--- src/hdl/sha1_pkg.sv ---
// Shared types, constants and helpers for the SHA-1 hash engine.
// No dependencies; used by sha1_hash_engine and sha1_round.
package sha1_pkg;

    typedef logic [31:0] t_word;

    typedef struct packed {
        t_word a;
        t_word b;
        t_word c;
        t_word d;
        t_word e;
    } t_vars;

    localparam int NUM_DIGEST = 5;
    localparam int BLK_WORDS  = 16;
    localparam int BLK_AW     = 4;
    localparam int ROUNDS     = 80;

    localparam t_word H_INIT [NUM_DIGEST] = '{
        32'h67452301, 32'hEFCDAB89, 32'h98BADCFE, 32'h10325476, 32'hC3D2E1F0
    };

    localparam t_word K_R0 = 32'h5A827999;
    localparam t_word K_R1 = 32'h6ED9EBA1;
    localparam t_word K_R2 = 32'h8F1BBCDC;
    localparam t_word K_R3 = 32'hCA62C1D6;

    localparam logic [7:0] PAD_BYTE = 8'h80;
    localparam logic [5:0] LEN_POS  = 6'd56;
    localparam logic [5:0] LAST_POS = 6'd63;
    localparam logic [6:0] LAST_RND = 7'(ROUNDS - 1);
    localparam logic [6:0] SCHED_RND = 7'(BLK_WORDS);

    function automatic t_word rotl(input t_word x, input int n);
        rotl = (x << n) | (x >> (32 - n));
    endfunction

endpackage

--- src/hdl/sha1_hash_engine.sv ---
// SHA-1 hash engine top level: byte intake, padding and round sequencer.
// Depends on sha1_pkg, sha1_ram and sha1_round.
//
// Input channel (i_in_valid / o_in_stall): one beat per message byte.
// i_carries_byte marks a real byte; i_end_of_message closes the message after
// that byte, and may come alone so an empty message works.
// Output channel (o_out_valid / i_out_stall): five beats h0..h4 per message,
// o_final_word set on h4.
// Every 64th byte starts a compression: the 16-word block RAM holds the
// block and then the rolling schedule, and each round needs three reads from
// its two read ports, so a round is split over states ST_P1 and ST_P2; a
// block runs setup, 80 rounds and the chaining add, input stalled meanwhile.
// After the closing beat pad bytes go in at one per cycle outside compressions
// (up to 72, with a second compression), then the digest moves to an output buffer.
// The five result beats appear back to back; a stalled output holds its beat.
// New message bytes are taken while the digest drains; a closing beat waits
// until the buffer is empty.
// Reset (synchronous, active low) loads the initial chaining words and clears
// the length and fill counts; block RAM contents need no reset.
module sha1_hash_engine (
    input  logic        i_clk,
    input  logic        i_rst_n,
    input  logic        i_in_valid,
    output logic        o_in_stall,
    input  logic [7:0]  i_data_byte,
    input  logic        i_carries_byte,
    input  logic        i_end_of_message,
    output logic        o_out_valid,
    input  logic        i_out_stall,
    output logic [31:0] o_digest_word,
    output logic [2:0]  o_word_number,
    output logic        o_final_word
);

    localparam logic [2:0] ST_IDLE = 3'd0;
    localparam logic [2:0] ST_PAD  = 3'd1;
    localparam logic [2:0] ST_R0   = 3'd2;
    localparam logic [2:0] ST_P1   = 3'd3;
    localparam logic [2:0] ST_P2   = 3'd4;
    localparam logic [2:0] ST_ADD  = 3'd5;

    localparam logic [1:0] RET_IDLE = 2'd0;
    localparam logic [1:0] RET_PAD  = 2'd1;
    localparam logic [1:0] RET_FIN  = 2'd2;

    logic [2:0]             r_state, n_state;
    logic [1:0]             r_ret, n_ret;
    logic [5:0]             r_fill, n_fill;
    logic [60:0]            r_cnt, n_cnt;
    logic [63:0]            r_len, n_len;
    logic [23:0]            r_asm, n_asm;
    logic                   r_first, n_first;
    logic                   r_lenph, n_lenph;
    logic [6:0]             r_t, n_t;
    sha1_pkg::t_word        r_x, n_x;
    sha1_pkg::t_word        r_s1, n_s1;
    sha1_pkg::t_word        r_s2, n_s2;
    sha1_pkg::t_word        r_s3, n_s3;
    sha1_pkg::t_vars        r_v, n_v;
    sha1_pkg::t_word        r_h [sha1_pkg::NUM_DIGEST];
    sha1_pkg::t_word        n_h [sha1_pkg::NUM_DIGEST];
    sha1_pkg::t_word        r_obuf [sha1_pkg::NUM_DIGEST];
    sha1_pkg::t_word        n_obuf [sha1_pkg::NUM_DIGEST];
    logic [2:0]             r_onum, n_onum;
    logic                   r_obusy, n_obusy;

    logic                          ram_we;
    logic [sha1_pkg::BLK_AW-1:0]   ram_waddr;
    sha1_pkg::t_word               ram_wdata;
    logic [sha1_pkg::BLK_AW-1:0]   ram_ra0;
    logic [sha1_pkg::BLK_AW-1:0]   ram_ra1;
    sha1_pkg::t_word               ram_rd0;
    sha1_pkg::t_word               ram_rd1;

    sha1_pkg::t_word  rnd_w;
    sha1_pkg::t_vars  rnd_vars;
    sha1_pkg::t_word  vsum [sha1_pkg::NUM_DIGEST];
    sha1_pkg::t_word  vals [sha1_pkg::NUM_DIGEST];

    logic        in_acc;
    logic        out_acc;
    logic        put_en;
    logic [7:0]  put_byte;
    logic        lenph_now;
    logic [7:0]  len_byte;
    logic [60:0] cnt_after;

    sha1_ram #(
        .WIDTH(32),
        .DEPTH(sha1_pkg::BLK_WORDS)
    ) u_blk_ram (
        .i_clk   (i_clk),
        .i_we    (ram_we),
        .i_waddr (ram_waddr),
        .i_wdata (ram_wdata),
        .i_raddr0(ram_ra0),
        .i_raddr1(ram_ra1),
        .o_rdata0(ram_rd0),
        .o_rdata1(ram_rd1)
    );

    sha1_round u_round (
        .i_t   (r_t),
        .i_vars(r_v),
        .i_x   (r_x),
        .i_w8  (ram_rd0),
        .i_w3  (r_s3),
        .o_w   (rnd_w),
        .o_vars(rnd_vars)
    );

    assign o_in_stall    = (r_state != ST_IDLE) || (r_obusy && i_end_of_message);
    assign in_acc        = i_in_valid && !o_in_stall;
    assign o_out_valid   = r_obusy;
    assign out_acc       = r_obusy && !i_out_stall;
    assign o_digest_word = r_obuf[0];
    assign o_word_number = r_onum;
    assign o_final_word  = (r_onum == 3'(sha1_pkg::NUM_DIGEST - 1));

    assign lenph_now = r_lenph || (!r_first && (r_fill == sha1_pkg::LEN_POS));
    assign len_byte  = 8'(r_len >> {~r_fill[2:0], 3'b000});
    assign cnt_after = i_carries_byte ? r_cnt + 61'd1 : r_cnt;

    assign vals[0] = r_v.a;
    assign vals[1] = r_v.b;
    assign vals[2] = r_v.c;
    assign vals[3] = r_v.d;
    assign vals[4] = r_v.e;

    always_comb begin
        for (int i = 0; i < sha1_pkg::NUM_DIGEST; i++) begin
            vsum[i] = r_h[i] + vals[i];
        end
    end

    always_comb begin
        n_state  = r_state;
        n_ret    = r_ret;
        n_fill   = r_fill;
        n_cnt    = r_cnt;
        n_len    = r_len;
        n_asm    = r_asm;
        n_first  = r_first;
        n_lenph  = r_lenph;
        n_t      = r_t;
        n_x      = r_x;
        n_s1     = r_s1;
        n_s2     = r_s2;
        n_s3     = r_s3;
        n_v      = r_v;
        n_h      = r_h;
        n_obuf   = r_obuf;
        n_onum   = r_onum;
        n_obusy  = r_obusy;
        put_en   = 1'b0;
        put_byte = '0;
        ram_we   = 1'b0;
        ram_waddr = '0;
        ram_wdata = '0;
        ram_ra0  = '0;
        ram_ra1  = '0;

        case (r_state)
            ST_IDLE: begin
                if (in_acc) begin
                    put_en   = i_carries_byte;
                    put_byte = i_data_byte;
                    n_cnt    = cnt_after;
                    if (i_end_of_message) begin
                        n_len   = {cnt_after, 3'b000};
                        n_first = 1'b1;
                        n_lenph = 1'b0;
                    end
                    if (i_carries_byte && (r_fill == sha1_pkg::LAST_POS)) begin
                        n_state = ST_R0;
                        n_ret   = i_end_of_message ? RET_PAD : RET_IDLE;
                    end else if (i_end_of_message) begin
                        n_state = ST_PAD;
                    end
                end
            end
            ST_PAD: begin
                put_en = 1'b1;
                if (r_first) begin
                    put_byte = sha1_pkg::PAD_BYTE;
                end else if (lenph_now) begin
                    put_byte = len_byte;
                end else begin
                    put_byte = '0;
                end
                n_first = 1'b0;
                n_lenph = lenph_now;
                if (r_fill == sha1_pkg::LAST_POS) begin
                    n_state = ST_R0;
                    n_ret   = lenph_now ? RET_FIN : RET_PAD;
                end
            end
            ST_R0: begin
                n_v.a   = r_h[0];
                n_v.b   = r_h[1];
                n_v.c   = r_h[2];
                n_v.d   = r_h[3];
                n_v.e   = r_h[4];
                n_t     = '0;
                ram_ra0 = 4'd0;
                ram_ra1 = 4'd2;
                n_state = ST_P1;
            end
            ST_P1: begin
                n_x     = (r_t < sha1_pkg::SCHED_RND) ? ram_rd0 : (ram_rd0 ^ ram_rd1);
                ram_ra0 = r_t[3:0] + 4'd8;
                n_state = ST_P2;
            end
            ST_P2: begin
                if (r_t >= sha1_pkg::SCHED_RND) begin
                    ram_we    = 1'b1;
                    ram_waddr = r_t[3:0];
                    ram_wdata = rnd_w;
                end
                n_v  = rnd_vars;
                n_s1 = rnd_w;
                n_s2 = r_s1;
                n_s3 = r_s2;
                if (r_t == sha1_pkg::LAST_RND) begin
                    n_state = ST_ADD;
                end else begin
                    n_t     = r_t + 7'd1;
                    ram_ra0 = r_t[3:0] + 4'd1;
                    ram_ra1 = r_t[3:0] + 4'd3;
                    n_state = ST_P1;
                end
            end
            ST_ADD: begin
                case (r_ret)
                    RET_FIN: begin
                        n_obuf  = vsum;
                        n_onum  = '0;
                        n_obusy = 1'b1;
                        n_h     = sha1_pkg::H_INIT;
                        n_cnt   = '0;
                        n_state = ST_IDLE;
                    end
                    RET_PAD: begin
                        n_h     = vsum;
                        n_state = ST_PAD;
                    end
                    default: begin
                        n_h     = vsum;
                        n_state = ST_IDLE;
                    end
                endcase
            end
            default: begin
                n_state = ST_IDLE;
            end
        endcase

        if (put_en) begin
            n_asm  = {r_asm[15:0], put_byte};
            n_fill = r_fill + 6'd1;
            if (r_fill[1:0] == 2'd3) begin
                ram_we    = 1'b1;
                ram_waddr = r_fill[5:2];
                ram_wdata = {r_asm, put_byte};
            end
        end

        if (out_acc) begin
            for (int i = 0; i < sha1_pkg::NUM_DIGEST - 1; i++) begin
                n_obuf[i] = r_obuf[i + 1];
            end
            n_onum = r_onum + 3'd1;
            if (o_final_word) begin
                n_obusy = 1'b0;
            end
        end
    end

    always_ff @(posedge i_clk) begin
        if (!i_rst_n) begin
            r_state <= ST_IDLE;
            r_ret   <= RET_IDLE;
            r_fill  <= '0;
            r_cnt   <= '0;
            r_first <= 1'b0;
            r_lenph <= 1'b0;
            r_t     <= '0;
            r_h     <= sha1_pkg::H_INIT;
            r_onum  <= '0;
            r_obusy <= 1'b0;
        end else begin
            r_state <= n_state;
            r_ret   <= n_ret;
            r_fill  <= n_fill;
            r_cnt   <= n_cnt;
            r_first <= n_first;
            r_lenph <= n_lenph;
            r_t     <= n_t;
            r_h     <= n_h;
            r_onum  <= n_onum;
            r_obusy <= n_obusy;
        end
    end

    always_ff @(posedge i_clk) begin
        r_len  <= n_len;
        r_asm  <= n_asm;
        r_x    <= n_x;
        r_s1   <= n_s1;
        r_s2   <= n_s2;
        r_s3   <= n_s3;
        r_v    <= n_v;
        r_obuf <= n_obuf;
    end

endmodule

--- src/hdl/sha1_ram.sv ---
// Generic synchronous RAM: one write port, two registered read ports.
// No dependencies.
module sha1_ram #(
    parameter int WIDTH = 32,
    parameter int DEPTH = 16
) (
    input  logic                     i_clk,
    input  logic                     i_we,
    input  logic [$clog2(DEPTH)-1:0] i_waddr,
    input  logic [WIDTH-1:0]         i_wdata,
    input  logic [$clog2(DEPTH)-1:0] i_raddr0,
    input  logic [$clog2(DEPTH)-1:0] i_raddr1,
    output logic [WIDTH-1:0]         o_rdata0,
    output logic [WIDTH-1:0]         o_rdata1
);

    logic [WIDTH-1:0] r_mem [DEPTH];

    always_ff @(posedge i_clk) begin
        if (i_we) begin
            r_mem[i_waddr] <= i_wdata;
        end
        o_rdata0 <= r_mem[i_raddr0];
        o_rdata1 <= r_mem[i_raddr1];
    end

endmodule

--- src/hdl/sha1_round.sv ---
// One SHA-1 round: schedule word expansion and working-variable update.
// Depends on sha1_pkg.
module sha1_round (
    input  logic [6:0]           i_t,
    input  sha1_pkg::t_vars      i_vars,
    input  sha1_pkg::t_word      i_x,
    input  sha1_pkg::t_word      i_w8,
    input  sha1_pkg::t_word      i_w3,
    output sha1_pkg::t_word      o_w,
    output sha1_pkg::t_vars      o_vars
);

    sha1_pkg::t_word f;
    sha1_pkg::t_word k;
    sha1_pkg::t_word w;

    always_comb begin
        if (i_t < sha1_pkg::SCHED_RND) begin
            w = i_x;
        end else begin
            w = sha1_pkg::rotl(i_x ^ i_w8 ^ i_w3, 1);
        end

        if (i_t < 7'd20) begin
            f = (i_vars.b & i_vars.c) | (~i_vars.b & i_vars.d);
            k = sha1_pkg::K_R0;
        end else if (i_t < 7'd40) begin
            f = i_vars.b ^ i_vars.c ^ i_vars.d;
            k = sha1_pkg::K_R1;
        end else if (i_t < 7'd60) begin
            f = (i_vars.b & i_vars.c) | (i_vars.b & i_vars.d) | (i_vars.c & i_vars.d);
            k = sha1_pkg::K_R2;
        end else begin
            f = i_vars.b ^ i_vars.c ^ i_vars.d;
            k = sha1_pkg::K_R3;
        end

        o_w      = w;
        o_vars.a = sha1_pkg::rotl(i_vars.a, 5) + f + i_vars.e + k + w;
        o_vars.b = i_vars.a;
        o_vars.c = sha1_pkg::rotl(i_vars.b, 30);
        o_vars.d = i_vars.c;
        o_vars.e = i_vars.d;
    end

endmodule

--- config.mk ---
export PLATFORM = sky130hd
export DESIGN_NAME = sha1_hash_engine
export DESIGN_NICKNAME = d
export VERILOG_FILES = /design/src/hdl/sha1_pkg.sv /design/src/hdl/sha1_hash_engine.sv /design/src/hdl/sha1_ram.sv /design/src/hdl/sha1_round.sv
export SDC_FILE = /design/constraint.sdc
export NUM_CORES = 2
export LEC_CHECK = 0
export BUFFER_PORTS_ARGS = -buffer_cell sky130_fd_sc_hd__buf_4
export CORE_ASPECT_RATIO = 0.9
export CORE_UTILIZATION = 45
export DETAILED_ROUTE_END_ITERATION = 8
export PLACE_DENSITY = 0.63
export SLEW_MARGIN = 20
export SYNTH_ARGS = -nofsm -noshare
export SYNTH_HDL_FRONTEND = slang
export SYNTH_SLANG_ARGS = --single-unit
export TNS_END_PERCENT = 5
--- constraint.sdc ---
create_clock -name i_clk -period 11.6 [get_ports i_clk]
set_clock_uncertainty 0.05 [all_clocks]
set_input_delay 2.32 -clock i_clk [delete_from_list [all_inputs] [get_ports i_clk]]
set_output_delay 2.32 -clock i_clk [all_outputs]
set_load 0.01 [all_outputs]
# Yosys cells after proc, flatten, opt, wreduce, memory -nomap -nowiden
# Memories as Yosys holds them, arrays and structs flattened. A register that Yosys moved wholly into a read port is not among the register bits.
# Cells that the tools add are included.
# word_totals
mem_count	1
ram_bits	512
input_bits	14
ff_bits	778
# classes
n_eq_ne	19
mux	69
n_bitwise	17
reduce_logical	25
addsub	16
n_lt_le_gt_ge	5
shift	1
# mem_list
name	words	width	rd	rd_ports_with_merged_regs	wr	line	text
u_blk_ram.r_mem	16	32	2	2	1	sha1_ram.sv:17	logic [WIDTH-1:0] r_mem [DEPTH];
# ops
op	count
2-to-1 mux 160 bit	3
2-to-1 mux 32 bit	11
one-hot mux 160 bit (2 select lines)	1
adder 32 bit	9
2-to-1 mux 61 bit	3
XOR 32 bit	5
bitwise AND 32 bit	4
2-to-1 mux 128 bit	1
one-hot mux 61 bit (2 select lines)	1
bitwise OR 32 bit	3
right shift 64 x 6 -> 8 bit	1
adder 61 x 1 -> 61 bit, second input constant	1
inverter 32 bit	1
bitwise OR 32 x 1 -> 32 bit	1
bitwise OR 32 x 30 -> 32 bit	1
bitwise OR 32 x 5 -> 32 bit	1
2-to-1 mux 31 bit	1
2-to-1 mux 3 bit	8
2-to-1 mux 4 bit	6
2-to-1 mux 8 bit	3
one-hot mux 3 bit (6 select lines)	1
2-to-1 mux 1 bit	17
one-hot mux 4 bit (2 select lines)	2
one-hot mux 8 bit (2 select lines)	1
other kinds (33)	66

# Depth between registers and ports, before layout
# depth
depth_word	11
mapped_depth	26
mapped_depth_nobuf	24

# Hierarchy
# From an unflattened synthesis, not the netlist that was laid out.
# hier_totals
cells_unflattened	5818
area_unflattened_um2	70425.0
# by_module_without_submodules
mod	n_inst	area_per_inst_um2	cells_each
sha1_hash_engine	1	38796.0	3781
sha1_ram	1	24203.2	1141
sha1_round	1	7425.9	896

# Least setup slack after synthesis
# No wires, ideal clock.
# synth_path
path_kind	reg2reg
from	reg r_state[1]
to	reg r_t[5]
path_slack_ns	1.844
stages_incl_launch_ff	8
setup_time_ns	0.115
t_required_ns	11.435
n_path_buf	1
t_arrival_ns	9.591
path_cell_list	dfxtp_1 clkbuf_1 nand2b_1 a21oi_1 o21ai_0 nand2_1 o21ai_0 and2_1
# synth_between
elab_chain_cells	3
word_cells_on_any_way	6
# synth_rtl
item	line	text
start, declared	sha1_hash_engine.sv:46	logic [2:0] r_state, n_state;
start signal, assigned	sha1_hash_engine.sv:292	r_state <= n_state;
equality test 3 bit / equality test 3 x 2 -> 1 bit (equally long branches)	sha1_hash_engine.sv:163	case (r_state)
!= test 2 bit (no source line) / nonzero test 2 bit (equally long branches)	-	
AND reduction 2 bit (no source line)	-	
end signal, assigned	sha1_hash_engine.sv:298	r_t <= n_t;
end, declared	sha1_hash_engine.sv:54	logic [6:0] r_t, n_t;
# Parallel ways exist; a longest one is shown, timed or not.
# A chain may end at the register's enable or synchronous reset.

==> flow_summary_export.csv <==
group,metric,value,unit
clock_network,post_cts.resized_instances,0,
floorplanning,floorplan.initialDensity,45.28,%
power_and_ir_drop,max-vdd-ir-drop,211.1,uV
critical_path,crit_type,"reg2reg",
finish,finalNetCount,6590,
critical_path,critical_path_sink_type,"flip-flop",
critical_path,crit_cells,22,
grt,global_route.usage.total,25.58,%
routing,dr.first_iter.drc_count,5510,
sta,rsz0062_at_grt,"no",
yosys,post_synth_num_cell_types,85,
clock_network,ctsLongestPathBuffers,3,
routing,via_count,50420,
job,max_cap_violations,0,
worst_hold_path,hp-class,"reg2reg",
yosys,synth_ff_type,"edfxtp_1",
yosys,synth_enable_flop_cells,1045,
grt,antenna_found_initial,6,
placed_design,io_buffer_count,51,
floorplanning,core_region_area,154800,um^2
routing,ant_nets,0,
sta,fin_setup_tns,0,ns
critical_path,critPathMaxStageDelay,0.88,ns
clock_network,setup_fix_bufs_post_cts,0,
critical_path,worst_ep_required_time,12.05,ns
sta,maxSlewHeadroom,17.40,%
status,result_of_the_run,"finished, final reports clean",
yosys,synth.ff_latch_count,1354,
critical_path,critical_path.top_delay_family,"compound AO/OA/AOI/OAI gates",
critical_path,critical-path-slowest-cell,"a2111oi_2",
placed_design,place.detailed.hpwl,130000,um
critical_path,critical_path_buf_inv_count,5,
floorplanning,die_area,157300,um^2
placed_design,gp_congestion,0.9097,
floorplanning,die_height,376.4,um
routing,via_per_inst,5.960,
grt,grt_pass1_wl,304000,um
clock_network,clock_sink_count,1354,
placed_design,cell_area_placed,72620,um^2
routing,number_of_drc_violations_after_detailed_routing,0,
routing,wl,203700,um
yosys,syn_avg_cell_area,11.07,um^2
critical_path,timing.critical_path.cells,"o21ai_0 -> or3_1 -> buf_4 -> nand2_1 -> buf_4 -> clkinv_1 -> a221oi_1 -> fa_1 -> inv_1 -> ha_1 -> inv_1 -> fa_1 -> nor2b_1 -> o21ai_1 -> a21boi_0 -> o21ai_0 -> a2111oi_2 -> o2111ai_1 -> a31oi_1 -> a31oi_1 -> xor2_1 -> o21ai_0",
critical_path,timing.critical_path.fanout_max,19,
clock_network,numCtsBuffers,145,
critical_path,arrival,7.75,ns
finish,finish.instance_area,77470,um^2
finish,drive_gt1_share,9.523,%
grt,largest_net_degree_at_the_start_of_global_routing,161,
sta,layout_min_cycle_time,7.297,ns
critical_path,rr_worst_depth,22,
worst_hold_path,timing.hold.worst_path_depth,0,
yosys,yosys_warns,0,
floorplanning,die_width,418.0,um
sta,fmaxAchievable,0.1370,GHz
clock_network,hold_fix_buffers_cts,0,
yosys,total_standard_cell_area_after_synthesis,70090,um^2
yosys,seq_area_frac_synth,53.60,%
grt,gr-total-overflow,0,
power_and_ir_drop,power.leakage,0.02793,uW
sta,final.period_utilization,62.90,%
critical_path,startpoint_type,"flip-flop",
floorplanning,row_count,137,
clock_network,h-tree-depth,4,
yosys,number_of_nets_produced_by_synthesis,6669,
clock_network,ctsRootBufferMaster,"clkbuf_16",
power_and_ir_drop,power_density,150.1,nW/um^2
finish,area_growth,10.53,%
clock_network,tritoncts,"built",
yosys,async_reset_ff_share,0,%
routing,drt_pass1_iterations,6,
sta,finalHoldViolations,0,
grt,first_global_vias,48110,
critical_path,cp_common_cell,"o21ai_0",
finish,n_fill_cell,13520,
clock_network,clk-insertion-delay-late,0.82,ns
floorplanning,boundaryPins,52,
clock_network,worst_setup_hold_path_clk_slew,0.06,ns
finish,antenna-diode-count,0,
sta,worstMarginPinSlew,1.208,ns
sta,setup-violations-final,0,
routing,post_drt_wl_per_cell,24.08,um
yosys,postSynthCellCount,6330,
sta,timing.final.max_slew_violations,0,
path summary, 6_finish.rpt:
path                            slack, ns      from        to
worst max-delay path                 4.30    r_t[3]  r_v[157]
worst max register to register       4.30    r_t[3]  r_v[157]
worst min register to register       0.36  r_s1[24]  r_s2[24]
worst min-delay path                 0.36  r_s1[24]  r_s2[24]
sequential cells by signal, indices dropped and copies added, names as in the netlist, 2 cells and up:
register and flops:
r_obuf 128, u_blk_ram.o_rdata0 32, r_asm 24, r_x 32, o_digest_word 32, r_ret 2
r_t 7, r_v 160, u_blk_ram.o_rdata1 32, r_state 3, r_s3 32, r_len 61
u_blk_ram.r_mem 512, r_fill 6, o_word_number 3, r_cnt 61, r_s1 32, r_s2 32
r_h 160
where the power goes:
group | leakage, uW | switching, uW | internal, uW
Clock | 0.00234 | 2050 | 2650
Combinational | 0.0137 | 900 | 595
Sequential | 0.0119 | 116 | 5310
cells in the mapped netlist, types with 25 or more instances:
cell | n | area (um^2)
nor2_1 | 208 | 780.8
fa_1 | 125 | 2502
a31oi_1 | 86 | 538.0
inv_1 | 169 | 634.4
mux2i_1 | 42 | 420.4
buf_2 | 48 | 240.2
nand3_1 | 235 | 1176
buf_4 | 34 | 255.2
xnor2_1 | 214 | 1874
and3_1 | 96 | 600.6
a21boi_0 | 32 | 240.2
a22oi_1 | 56 | 420.4
buf_1 | 25 | 93.84
and2_1 | 65 | 406.6
nor3_1 | 41 | 205.2
a21oi_1 | 230 | 1151
nand2_1 | 1438 | 5398
a311oi_1 | 101 | 884.6
edfxtp_1 | 1045 | 31380
o211ai_1 | 29 | 217.7
o21ai_0 | 273 | 1366
a21o_1 | 108 | 810.8
a22o_1 | 122 | 1069
nor2b_1 | 97 | 606.8
o21a_1 | 28 | 210.2
a211oi_1 | 51 | 382.9
dfxtp_1 | 309 | 6186
nand4_1 | 28 | 175.2
ha_1 | 200 | 2502
clkbuf_1 | 277 | 1040
mux4_2 | 141 | 3176
xor2_1 | 126 | 1104
cells in the final DEF (no fill, tap or decap), types with 19 or more instances in the layout:
cell type | netlist | final
edfxtp_1 | 1045 | 1045
o21bai_1 | 20 | 20
nand2b_1 | 21 | 21
o21ai_0 | 273 | 273
xnor2_1 | 214 | 214
clkinv_2 | 0 | 25
nor2_1 | 208 | 186
inv_1 | 169 | 167
xor2_1 | 126 | 126
mux4_2 | 141 | 141
nand4_1 | 28 | 28
dfxtp_1 | 309 | 309
and2_1 | 65 | 61
o31ai_1 | 24 | 22
o21a_1 | 28 | 28
mux2i_1 | 42 | 42
a21o_1 | 108 | 107
buf_4 | 34 | 153
a211oi_1 | 51 | 51
a22o_1 | 122 | 121
a311oi_1 | 101 | 101
nand3_1 | 235 | 235
a31oi_1 | 86 | 86
fa_1 | 125 | 125
or3_1 | 20 | 19
ha_1 | 200 | 200
nor2_4 | 1 | 24
clkbuf_16 | 0 | 146
a21oi_1 | 230 | 227
nand2_1 | 1438 | 1431
and3_1 | 96 | 95
o211ai_1 | 29 | 29
a221oi_1 | 20 | 20
clkbuf_1 | 277 | 38
a21boi_0 | 32 | 32
nor2b_1 | 97 | 95
nor3_1 | 41 | 40
a22oi_1 | 56 | 55
final cells by class:
type                    instances  area, um^2  area share [%]
clock inverters                73       870.8           1.124
repair buffers                158        1249           1.612
inverters                     172       653.1          0.8431
flip-flops and latches       1354       37570           48.49
clock buffers                 197        3975           5.131
well taps                    2085        2609           3.368
multi-input cells            4420       30550           39.43
per-stage QoR:
stage / cells / total power [uW] / utilization (%) / hold slack, ns / worst slack (ns)
after floorplan: 6330 / 6594 / - / 0.3503 / 1.844
after global placement: 8189 / 7003 / 46.91 / 0.3513 / 4.372
after detailed placement: 8189 / 7008 / 46.91 / 0.3545 / 4.208
after CTS: 8459 / 11690 / 50.04 / 0.3545 / 4.472
after global routing: 8459 / 12030 / 50.05 / 0.3583 / 3.839
final: 8459 / 11630 / 50.05 / 0.3648 / 4.303
layer usage:
metal	track usage (%)	vias to the layer above	routed length, um
met5	0	-	13
met4	8.453	2	6116
met3	4.334	347	17150
met2	38.83	2283	90790
met1	37.10	25000	89670
li1	-	22790	-
kinds of logic (layout without fill, tap and decap cells):
kind of cell	Yosys count	in the layout	share of synthesized area, %
flops	1354	1354	53.60
mux	184	184	5.147
fa+ha+maj	325	325	7.141
compound gates	1264	1264	12.23
xor+xnor	341	341	4.272
buf+inv	556	600	3.245
simple gates	2306	2306	14.37
Note: power is estimated with default switching activity, not from simulation.
